<file path="src/srfs_pkg.sv">
package srfs_pkg;

    localparam int REG_COUNT_DEFAULT = 256;

    localparam logic [7:0] ABORT_CODE_RESET     = 8'd255;
    localparam logic [7:0] READ_CMD_CODE_RESET  = 8'd1;
    localparam logic [7:0] WRITE_CMD_CODE_RESET = 8'd2;

    typedef logic [1:0] cfg_index_t;
    localparam cfg_index_t CFG_ABORT_CODE     = 2'd0;
    localparam cfg_index_t CFG_READ_CMD_CODE  = 2'd1;
    localparam cfg_index_t CFG_WRITE_CMD_CODE = 2'd2;

    typedef logic [1:0] mode_t;
    localparam mode_t MODE_RX_BYTE    = 2'd0;
    localparam mode_t MODE_LOCAL_WR   = 2'd1;
    localparam mode_t MODE_LOCAL_RD   = 2'd2;
    localparam mode_t MODE_TX_SERVICE = 2'd3;

    localparam logic KIND_TX_BYTE = 1'b0;
    localparam logic KIND_LOCAL_RD = 1'b1;

    typedef enum logic [2:0] {
        ST_IDLE     = 3'd0,
        ST_RD_REG   = 3'd1,
        ST_RD_CNT   = 3'd2,
        ST_WR_REG   = 3'd3,
        ST_WR_CNT   = 3'd4,
        ST_WR_DATA  = 3'd5,
        ST_RD_BURST = 3'd6
    } proto_state_t;

endpackage

</file>
<file path="src/serial_register_file_slave.sv">
// Byte-serial slave in front of a REG_COUNT-byte register file. Each input word is a received
// serial byte, a local write, a local read or a transmit service tick; a local read returns the
// register value and a service tick during a read burst returns the next burst byte (last marks
// the final one). One word is accepted every cycle while the output side keeps up. A result word
// is read through the registered read port of the register file, with kind and last held in a
// stage register beside it, and moves from that stage to the output register once the output
// register is empty or being read; m_valid rises as the result enters the output register.
// While the output register is stalled and the stage holds a result, s_ready is low.
// The register file is ready straight out of reset: per-entry valid flags make unwritten entries
// read as zero, so there is no clearing pass. Configuration writes (abort code, read and write
// command codes) take effect at the next clock edge and must be made while the block is idle.
module serial_register_file_slave #(
    parameter int REG_COUNT = srfs_pkg::REG_COUNT_DEFAULT
) (
    input  logic                  aclk,
    input  logic                  aresetn,

    input  logic                  cfg_we,
    input  srfs_pkg::cfg_index_t  cfg_index,
    input  logic [7:0]            cfg_wdata,

    input  logic                  s_valid,
    output logic                  s_ready,
    input  srfs_pkg::mode_t       s_mode,
    input  logic [7:0]            s_data_byte,
    input  logic [7:0]            s_local_addr,

    output logic                  m_valid,
    input  logic                  m_ready,
    output logic                  m_kind,
    output logic [7:0]            m_value,
    output logic                  m_last
);

    localparam int         AW        = $clog2(REG_COUNT);
    localparam logic [8:0] REG_LIMIT = 9'(REG_COUNT);

    // configuration
    logic [7:0] abort_code_reg;
    logic [7:0] read_cmd_code_reg;
    logic [7:0] write_cmd_code_reg;

    always_ff @(posedge aclk) begin
        if (!aresetn) begin
            abort_code_reg     <= srfs_pkg::ABORT_CODE_RESET;
            read_cmd_code_reg  <= srfs_pkg::READ_CMD_CODE_RESET;
            write_cmd_code_reg <= srfs_pkg::WRITE_CMD_CODE_RESET;
        end else if (cfg_we) begin
            case (cfg_index)
                srfs_pkg::CFG_ABORT_CODE:     abort_code_reg     <= cfg_wdata;
                srfs_pkg::CFG_READ_CMD_CODE:  read_cmd_code_reg  <= cfg_wdata;
                srfs_pkg::CFG_WRITE_CMD_CODE: write_cmd_code_reg <= cfg_wdata;
                default: ;
            endcase
        end
    end

    // protocol state
    srfs_pkg::proto_state_t state_reg, state_next;
    logic [7:0] start_reg, start_next;
    logic [7:0] pointer_reg, pointer_next;
    logic [7:0] end_addr_reg, end_addr_next;
    logic [7:0] bytes_left_reg, bytes_left_next;

    // pipeline
    logic       accept;
    logic       p1_valid_reg;
    logic       p1_kind_reg;
    logic       p1_last_reg;
    logic       p1_hit_reg;
    logic       p1_move;
    logic       m_valid_reg;
    logic       m_kind_reg;
    logic [7:0] m_value_reg;
    logic       m_last_reg;

    // register file access
    logic       res_valid;
    logic       res_kind;
    logic       res_last;
    logic       rd_en;
    logic [7:0] rd_addr;
    logic       wr_en;
    logic [7:0] wr_addr;
    logic [7:0] wr_data;
    logic       rd_in_range;
    logic       wr_in_range;
    logic [AW-1:0] rd_idx;
    logic [AW-1:0] wr_idx;
    logic [7:0] mem [REG_COUNT];
    logic [REG_COUNT-1:0] fill_reg;
    logic [7:0] rd_data_reg;

    assign p1_move = p1_valid_reg && (!m_valid_reg || m_ready);
    assign s_ready = !p1_valid_reg || p1_move;
    assign accept  = s_valid && s_ready;

    always_comb begin
        state_next      = state_reg;
        start_next      = start_reg;
        pointer_next    = pointer_reg;
        end_addr_next   = end_addr_reg;
        bytes_left_next = bytes_left_reg;
        res_valid       = 1'b0;
        res_kind        = srfs_pkg::KIND_TX_BYTE;
        res_last        = 1'b0;
        rd_en           = 1'b0;
        rd_addr         = s_local_addr;
        wr_en           = 1'b0;
        wr_addr         = s_local_addr;
        wr_data         = s_data_byte;
        if (accept) begin
            case (s_mode)
                srfs_pkg::MODE_RX_BYTE: begin
                    if (s_data_byte == abort_code_reg) begin
                        state_next      = srfs_pkg::ST_IDLE;
                        pointer_next    = start_reg;
                        bytes_left_next = 8'd0;
                    end else begin
                        case (state_reg)
                            srfs_pkg::ST_IDLE: begin
                                if (s_data_byte == read_cmd_code_reg) begin
                                    state_next = srfs_pkg::ST_RD_REG;
                                end else if (s_data_byte == write_cmd_code_reg) begin
                                    state_next = srfs_pkg::ST_WR_REG;
                                end
                            end
                            srfs_pkg::ST_RD_REG: begin
                                start_next   = s_data_byte;
                                pointer_next = s_data_byte;
                                state_next   = srfs_pkg::ST_RD_CNT;
                            end
                            srfs_pkg::ST_RD_CNT: begin
                                bytes_left_next = s_data_byte;
                                state_next      = srfs_pkg::ST_RD_BURST;
                            end
                            srfs_pkg::ST_WR_REG: begin
                                start_next   = s_data_byte;
                                pointer_next = s_data_byte;
                                state_next   = srfs_pkg::ST_WR_CNT;
                            end
                            srfs_pkg::ST_WR_CNT: begin
                                end_addr_next = start_reg + s_data_byte;
                                state_next    = srfs_pkg::ST_WR_DATA;
                            end
                            srfs_pkg::ST_WR_DATA: begin
                                wr_en        = 1'b1;
                                wr_addr      = pointer_reg;
                                pointer_next = pointer_reg + 8'd1;
                                if (pointer_next == end_addr_reg) begin
                                    state_next = srfs_pkg::ST_IDLE;
                                end
                            end
                            default: ;
                        endcase
                    end
                end
                srfs_pkg::MODE_LOCAL_WR: begin
                    wr_en = 1'b1;
                end
                srfs_pkg::MODE_LOCAL_RD: begin
                    rd_en     = 1'b1;
                    res_valid = 1'b1;
                    res_kind  = srfs_pkg::KIND_LOCAL_RD;
                end
                srfs_pkg::MODE_TX_SERVICE: begin
                    if (state_reg == srfs_pkg::ST_RD_BURST) begin
                        if (bytes_left_reg == 8'd0) begin
                            state_next = srfs_pkg::ST_IDLE;
                        end else begin
                            rd_en           = 1'b1;
                            rd_addr         = pointer_reg;
                            res_valid       = 1'b1;
                            res_last        = (bytes_left_reg == 8'd1);
                            pointer_next    = pointer_reg + 8'd1;
                            bytes_left_next = bytes_left_reg - 8'd1;
                            if (bytes_left_reg == 8'd1) begin
                                state_next = srfs_pkg::ST_IDLE;
                            end
                        end
                    end
                end
                default: ;
            endcase
        end
    end

    always_ff @(posedge aclk) begin
        if (!aresetn) begin
            state_reg      <= srfs_pkg::ST_IDLE;
            start_reg      <= 8'd0;
            pointer_reg    <= 8'd0;
            end_addr_reg   <= 8'd0;
            bytes_left_reg <= 8'd0;
        end else begin
            state_reg      <= state_next;
            start_reg      <= start_next;
            pointer_reg    <= pointer_next;
            end_addr_reg   <= end_addr_next;
            bytes_left_reg <= bytes_left_next;
        end
    end

    assign rd_in_range = {1'b0, rd_addr} < REG_LIMIT;
    assign wr_in_range = {1'b0, wr_addr} < REG_LIMIT;
    assign rd_idx      = rd_addr[AW-1:0];
    assign wr_idx      = wr_addr[AW-1:0];

    always_ff @(posedge aclk) begin
        if (wr_en && wr_in_range) begin
            mem[wr_idx] <= wr_data;
        end
        if (rd_en) begin
            rd_data_reg <= mem[rd_idx];
        end
    end

    // unwritten entries read as zero
    always_ff @(posedge aclk) begin
        if (!aresetn) begin
            fill_reg <= '0;
        end else if (wr_en && wr_in_range) begin
            fill_reg[wr_idx] <= 1'b1;
        end
    end

    always_ff @(posedge aclk) begin
        if (!aresetn) begin
            p1_valid_reg <= 1'b0;
        end else if (accept) begin
            p1_valid_reg <= res_valid;
        end else if (p1_move) begin
            p1_valid_reg <= 1'b0;
        end
    end

    always_ff @(posedge aclk) begin
        if (accept && res_valid) begin
            p1_kind_reg <= res_kind;
            p1_last_reg <= res_last;
            p1_hit_reg  <= rd_in_range && fill_reg[rd_idx];
        end
    end

    always_ff @(posedge aclk) begin
        if (!aresetn) begin
            m_valid_reg <= 1'b0;
        end else if (p1_move) begin
            m_valid_reg <= 1'b1;
        end else if (m_ready) begin
            m_valid_reg <= 1'b0;
        end
    end

    always_ff @(posedge aclk) begin
        if (p1_move) begin
            m_kind_reg  <= p1_kind_reg;
            m_last_reg  <= p1_last_reg;
            m_value_reg <= p1_hit_reg ? rd_data_reg : 8'd0;
        end
    end

    assign m_valid = m_valid_reg;
    assign m_kind  = m_kind_reg;
    assign m_value = m_value_reg;
    assign m_last  = m_last_reg;

`ifndef SYNTH
    a_out_held_on_stall: assert property (@(posedge aclk) disable iff (!aresetn)
        (m_valid_reg && !m_ready)
        |=> (m_valid_reg && $stable(m_kind_reg) && $stable(m_value_reg) && $stable(m_last_reg)))
        else $error("output word changed while stalled");

    a_left_only_in_burst: assert property (@(posedge aclk) disable iff (!aresetn)
        (bytes_left_reg != 8'd0) |-> (state_reg == srfs_pkg::ST_RD_BURST))
        else $error("burst count pending outside read burst");

    a_last_ends_burst: assert property (@(posedge aclk) disable iff (!aresetn)
        (accept && (s_mode == srfs_pkg::MODE_TX_SERVICE)
            && (state_reg == srfs_pkg::ST_RD_BURST) && (bytes_left_reg == 8'd1))
        |=> ((state_reg == srfs_pkg::ST_IDLE) && p1_valid_reg && p1_last_reg))
        else $error("final burst word did not end the burst");

    a_local_rd_result: assert property (@(posedge aclk) disable iff (!aresetn)
        (accept && (s_mode == srfs_pkg::MODE_LOCAL_RD))
        |=> (p1_valid_reg && (p1_kind_reg == srfs_pkg::KIND_LOCAL_RD) && !p1_last_reg))
        else $error("local read gave no result");

    a_write_marks_fill: assert property (@(posedge aclk) disable iff (!aresetn)
        (wr_en && wr_in_range) |=> fill_reg[$past(wr_idx)])
        else $error("written entry not marked valid");
`endif

endmodule
</file>
<file path="config.mk">
export PLATFORM = sky130hd
export DESIGN_NAME = serial_register_file_slave
export DESIGN_NICKNAME = d
export VERILOG_FILES = /design/src/srfs_pkg.sv /design/src/serial_register_file_slave.sv
export SDC_FILE = /design/constraint.sdc
export NUM_CORES = 2
export LEC_CHECK = 0
export ABC_AREA = 1
export BUFFER_PORTS_ARGS = -buffer_cell sky130_fd_sc_hd__buf_2
export CORE_MARGIN = 1.5
export CORE_UTILIZATION = 34
export DETAILED_ROUTE_END_ITERATION = 8
export PLACE_DENSITY = 0.58
export RECOVER_POWER = 25
export SLEW_MARGIN = 25
export SYNTH_ARGS = -nofsm -noshare
export SYNTH_HDL_FRONTEND = slang
export SYNTH_SLANG_ARGS = --single-unit
export TNS_END_PERCENT = 10
</file>
<file path="constraint.sdc">
create_clock -name aclk -period 3.8 [get_ports aclk]
set_input_delay 0.38 -clock aclk [delete_from_list [all_inputs] [get_ports aclk]]
set_output_delay 0.38 -clock aclk [all_outputs]
set_load 0.02 [all_outputs]
</file>
# Yosys cells after proc, flatten, opt, wreduce, memory -nomap -nowiden
# Memories as Yosys holds them, arrays and structs flattened. A register that Yosys moved wholly into a read port is not among the register bits.
# Cells that the tools add are included.
# word_totals
ram_bits	2048
out_inout_bits	12
register_bits	330
latchBits	0
mem_count	1
rom_bits	0
# classes
bitwise	5
multipliers	0
div_mod_pow	0
n_lt_le_gt_ge	3
shift	0
n_addsub	3
n_reduce_logical	25
n_eq_ne	24
muxes	46
# mem_list
name	depth	word_bits	rd	rd_clocked_by_memory_dff	write_ports	line_no	text
mem	256	8	1	1	1	serial_register_file_slave.sv:90	logic [7:0] mem [REG_COUNT];
# ops
operator	n
$or 256x256->256	1
$mux 8	15
$pmux 8 s2	3
$eq 8x8->1	4
$mux 3	7
$lt 8x9->1 const B	2
$pmux 3 s6	1
$mux 1	15
$reduce_and 5->1	2
$eq 3x3->1 const B	3
$add 8x1->8 const B	1
$add 8x8->8	1
$bmux 1 s8	1
$demux 1 s8	1
$eq 8x1->1 const B	1
$ge 8x1->1 const B	1
$logic_not 8->1	1
$ne 4x4->1 const B	2
$ne 8x3->1 const B	1
$reduce_and 4->1	2
$sub 8x1->8 const B	1
$reduce_and 7->1	1
$eq 2x2->1 const B	3
$eq 3x2->1 const B	2
18 further kinds	34

# Depth between registers and ports, before layout
# logic_depth
depth_word	11
ltp_mapped	21

# Worst setup path after synthesis
# OpenSTA, ideal clock, no wires.
# synth_path
path_kind	reg-to-reg
startpoint	reg m_valid_reg, in the netlist m_valid
endpoint	reg p1_hit_reg, data pin
stages_incl_launch_ff	18
n_path_buf	4
t_arrival_ns	2.594
period_less_slack_ns	2.849
setup_slack_ns	0.951
cell_sequence	dfxtp_1 -> nand3_1 -> nand2_1 -> inv_1 -> nand3_1 -> buf_4 -> o21ai_0 -> buf_4 -> inv_2 -> buf_2 -> clkbuf_1 -> nand3_1 -> nand3_1 -> nand3_1 -> nand3_1 -> nand3_1 -> nand3_1 -> nand2_1
# synth_via
elab_chain_cells	8
# synth_rtl
item	line_no	text
start, declared	serial_register_file_slave.sv:72	logic m_valid_reg;
start signal, assigned	serial_register_file_slave.sv:247	m_valid_reg <= 1'b0;
start signal, assigned	serial_register_file_slave.sv:249	m_valid_reg <= 1'b1;
start signal, assigned	serial_register_file_slave.sv:251	m_valid_reg <= 1'b0;
$logic_not 1->1	serial_register_file_slave.sv:94	assign p1_move = p1_valid_reg && (!m_valid_reg || m_ready);
$logic_or 1x1->1	serial_register_file_slave.sv:94	
$logic_and 1x1->1	serial_register_file_slave.sv:94	
$logic_or 1x1->1	serial_register_file_slave.sv:95	assign s_ready = !p1_valid_reg || p1_move;
named net s_ready	serial_register_file_slave.sv:23	output logic s_ready,
$logic_and 1x1->1	serial_register_file_slave.sv:96	assign accept = s_valid && s_ready;
$mux 8	serial_register_file_slave.sv:112	if (accept) begin
$bmux 1 s8	serial_register_file_slave.sv:241	p1_hit_reg <= rd_in_range && fill_reg[rd_idx];
$mux 1 (not written as such)	serial_register_file_slave.sv:241	
end signal, assigned	serial_register_file_slave.sv:241	
end, declared	serial_register_file_slave.sv:70	logic p1_hit_reg;
# The timed path passes the listed nets, and every way through them passes these cells. The select of a mux whose other input is x is not followed.
# A chain may end at the register's enable or synchronous reset.

# Worst setup path in the final report
# layout_path
startpoint	reg bytes_left_reg[0]
endpoint	reg rd_data_reg[2], read port of mem, data pin
# layout_via
elab_chain_cells	5
elab_cells_between_ends	9
classes_between	mux: 8; reduce/logical: 1
# layout_rtl
item	line_no	text
start, declared	serial_register_file_slave.sv:63	logic [7:0] bytes_left_reg, bytes_left_next;
start signal, assigned	serial_register_file_slave.sv:200	bytes_left_reg <= bytes_left_next;
$logic_not 8->1 *	serial_register_file_slave.sv:168	if (bytes_left_reg == 8'd0) begin
$mux 1 / $mux 8 (equally long branches)	serial_register_file_slave.sv:168	
$mux 1 / $mux 8 (equally long branches)	serial_register_file_slave.sv:167	if (state_reg == srfs_pkg::ST_RD_BURST) begin
$pmux 1 s2 / $mux 8 (equally long branches)	serial_register_file_slave.sv:113	case (s_mode)
$mux 1 / $mux 8 (equally long branches)	serial_register_file_slave.sv:112	
end, declared	serial_register_file_slave.sv:92	logic [7:0] rd_data_reg;
# Mark *: on every way between the ends. The rest lies on a longest branch, timed or not.

==> run metrics <==
Synth top cells by count nand2_1, edfxtp_1, inv_1; starting density of the core 0.342; max reg flops 2048; Post-Syn Area per Cell 9.80 um^2; fin crit period 3.71 ns; CTS sink cnt 2386; clk_skew 0.0906 ns; synthesized area 0.104 mm^2; IO buf count 44; CP Buf/Inv Count 5; total power 58.0 mW; setup tns final 0 ns; internal power 44.6 mW; flop-to-flop setup slack 0.09 ns; post-synthesis sequential area ratio 0.660; largest net degree at the start of global routing 140; Clk Latency, worst-skew pair 0.94 ns; Num CTS Buffers 274; Startpoint Class flip-flop; clock share of power 0.439; layout cells sized above 1 0.103; Final ANT Viol Nets 0; FP Rows 202; Wirelength per Cell 20.6 um; CP cell instances inv_1 -> ha_1 -> nand2_1 -> nor2_1 -> nand2_2 -> nand3_4 -> buf_12 -> nand2_2 -> nand2_8 -> buf_16 -> buf_6 -> buf_4 -> o21ai_0 -> nand2_1 -> nand3_1 -> nand3_1 -> nand3_1 -> nand3_1 -> nand3_1 -> nand3_2 -> nand2_1; Post-synth EDFFs 2069; synth top area cells edfxtp_1, nand2_1, nand3_1, inv_1, dfxtp_1; top_reg_cell synth edfxtp_1; Total Wirelength 312000 um; cell area after layout 0.124 mm^2; first-pass GRT wire length 456000 um; cells after synthesis 10600; fraction of registers with async set/reset 0; setup violators final 0; Slew @ Worst Pin 3.00 ns; most used cell, CP nand3_1; leakage 52.1 nW; Setup crit end kind flip-flop; CTS tree built; Flop pwr share 0.492; Worst path max stage delay 0.32 ns; H-tree Lvls 5; Final Max Slew Viols 537; drt pass-1 iters 6; highest clock rate 270 MHz; synth warn 0; vias in the first global route 69900; initial antenna violation count 16; count leader, synth nand2_1; CP arrival 4.40 ns; Filler cells 28900; Relative slew margins -0.997; CTS root buffer clkbuf_16; critical path type flip-flop to flip-flop; Logic pwr share 0.069; io pins 45; Area Growth Syn to Fin 20.0%; top cell type's share of synthesized area 0.599; Clock Path Buffers 4; Die X 555 um; Period Utilization, post-route 0.976; CP max-delay cell dfxtp_1; Placer Congestion 0.900; total congestion overflow 0; worst hold path type primary input to flip-flop; DPL Wire Length 194000 um; Psw 13.3 mW; via count 74500; Iteration-0 DRC Markers 8135; maxcap violations 12; Synth area leader edfxtp_1; syn_nets 10600; drc violations 0; nets@finish 11000; Die ar. 0.308 mm^2; Die H 555 um; synth unique cells 41; P per Cell Area 466 mW/mm^2; Crit Path Max Fanout 15; switch share 0.230; Hold Vio Cnt, Final 0; Via-to-Cell Ratio 4.91; CTS clk-pin slew, worst paths 0.07 ns; DP Area 0.115 mm^2; synthesis-stage register bit count 2386; Worst path top cell family by delay simple AND/OR/NAND/NOR gates; WP data required 4.49 ns; GR Util All Layers 0.197; worst vdd ir 0.380 mV; Core Box Area 0.303 mm^2; failing checks capacitance limit, slew limit; status complete, but fails checks
==> what timing repair did <==
item / in CTS / in global routing
hold buffers: 23 / 0
pin swaps: 0 / 1
buffers inserted: 0 / 11
endpoints found under the hold margin: 30 / 0
cloned: 0 / 12
setup endpoints to repair: 7 / 9
gates resized for setup: 7 / 63
==> metrics by stage <==
step	hold WS (ns)	cells	setup WS (ns)	utilization
2_1_floorplan	0.400	10600	0.951	-
3_3_place_gp	0.443	14700	-0.0975	0.380
3_5_place_dp	0.447	14700	-0.0785	0.380
4_1_cts	0.00706	15100	0.0190	0.409
5_1_grt	0.0652	15200	-0.00340	0.410
6_report	0.0683	15200	0.0899	0.410
==> worst paths after layout <==
path	from	endpoint	cells past startpoint
setup / recovery	bytes_left_reg[0]	rd_data_reg[2]	21
hold / removal	aresetn	fill_reg[207]	3
setup reg to reg	bytes_left_reg[0]	rd_data_reg[2]	21
hold reg to reg	fill_reg[235]	fill_reg[235]	2
==> placed cells by master, fill, tap and decap left out, types with 100 or more instances in the layout <==
cell type / n
a21oi_1: 282
buf_12: 304
buf_4: 283
clkbuf_1: 100
clkbuf_16: 288
dfxtp_1: 317
edfxtp_1: 2069
inv_1: 1825
nand2_1: 3146
nand3_1: 1767
o211ai_1: 105
o21ai_0: 182
==> layout make-up <==
cell class	instances	area, um^2	share of cell area
clock inverters	94	958	0.00770
multi-input cells	5780	26000	0.209
repair buffers	712	9570	0.0769
flip-flops and latches	2386	68500	0.550
well taps	3978	4980	0.0400
diodes	4	10.0	0.0000805
clock buffers	377	7510	0.0604
inverters	1841	6940	0.0558
==> power by group through the flow <==
stage               clock, mW  sequential [mW]  combinational (mW)
finish                   25.4             28.5                4.01
global route             26.8             28.5                4.30
CTS                      25.8             28.5                3.91
detailed placement          0             29.1                3.88
floorplan                   0             29.1                1.93
global placement            0             29.1                3.87
==> worst reg2reg max path, stage by stage, from the launching register on <==
cell and delay [ns]:
dfxtp_1 0.32, inv_1 0.08, ha_1 0.19, nand2_1 0.06, nor2_1 0.16, nand2_2 0.14
nand3_4 0.15, buf_12 0.17, nand2_2 0.14, nand2_8 0.20, buf_16 0.23, buf_6 0.20
buf_4 0.22, o21ai_0 0.18, nand2_1 0.11, nand3_1 0.12, nand3_1 0.17, nand3_1 0.09
nand3_1 0.19, nand3_1 0.14, nand3_2 0.16, nand2_1 0.08
==> kinds of logic (layout without fill, tap and decap cells) <==
kind of cell             count (synthesis)  count (layout)  share of synthesized area
AO/OA/AOI/OAI                          612             612                     0.0330
XOR/XNOR                                34              34                    0.00287
adder cells (fa/ha/maj)                 11              11                    0.00140
buffers and inverters                 2416            3024                     0.0929
flip-flops                            2386            2386                      0.660
other                                    0               4                          0
AND/OR/NAND/NOR                       5122            5123                      0.209
==> routing by layer <==
metal,wire length [um],share of wire,global-route usage,vias up
met5,59,0.00019,0,-
met4,10600,0.034,0.0659,8
met3,25300,0.081,0.0376,526
met2,144000,0.46,0.313,2787
met1,132000,0.42,0.270,35900
li1,-,-,-,35300
No activity file was read; power rests on OpenSTA's default activity.
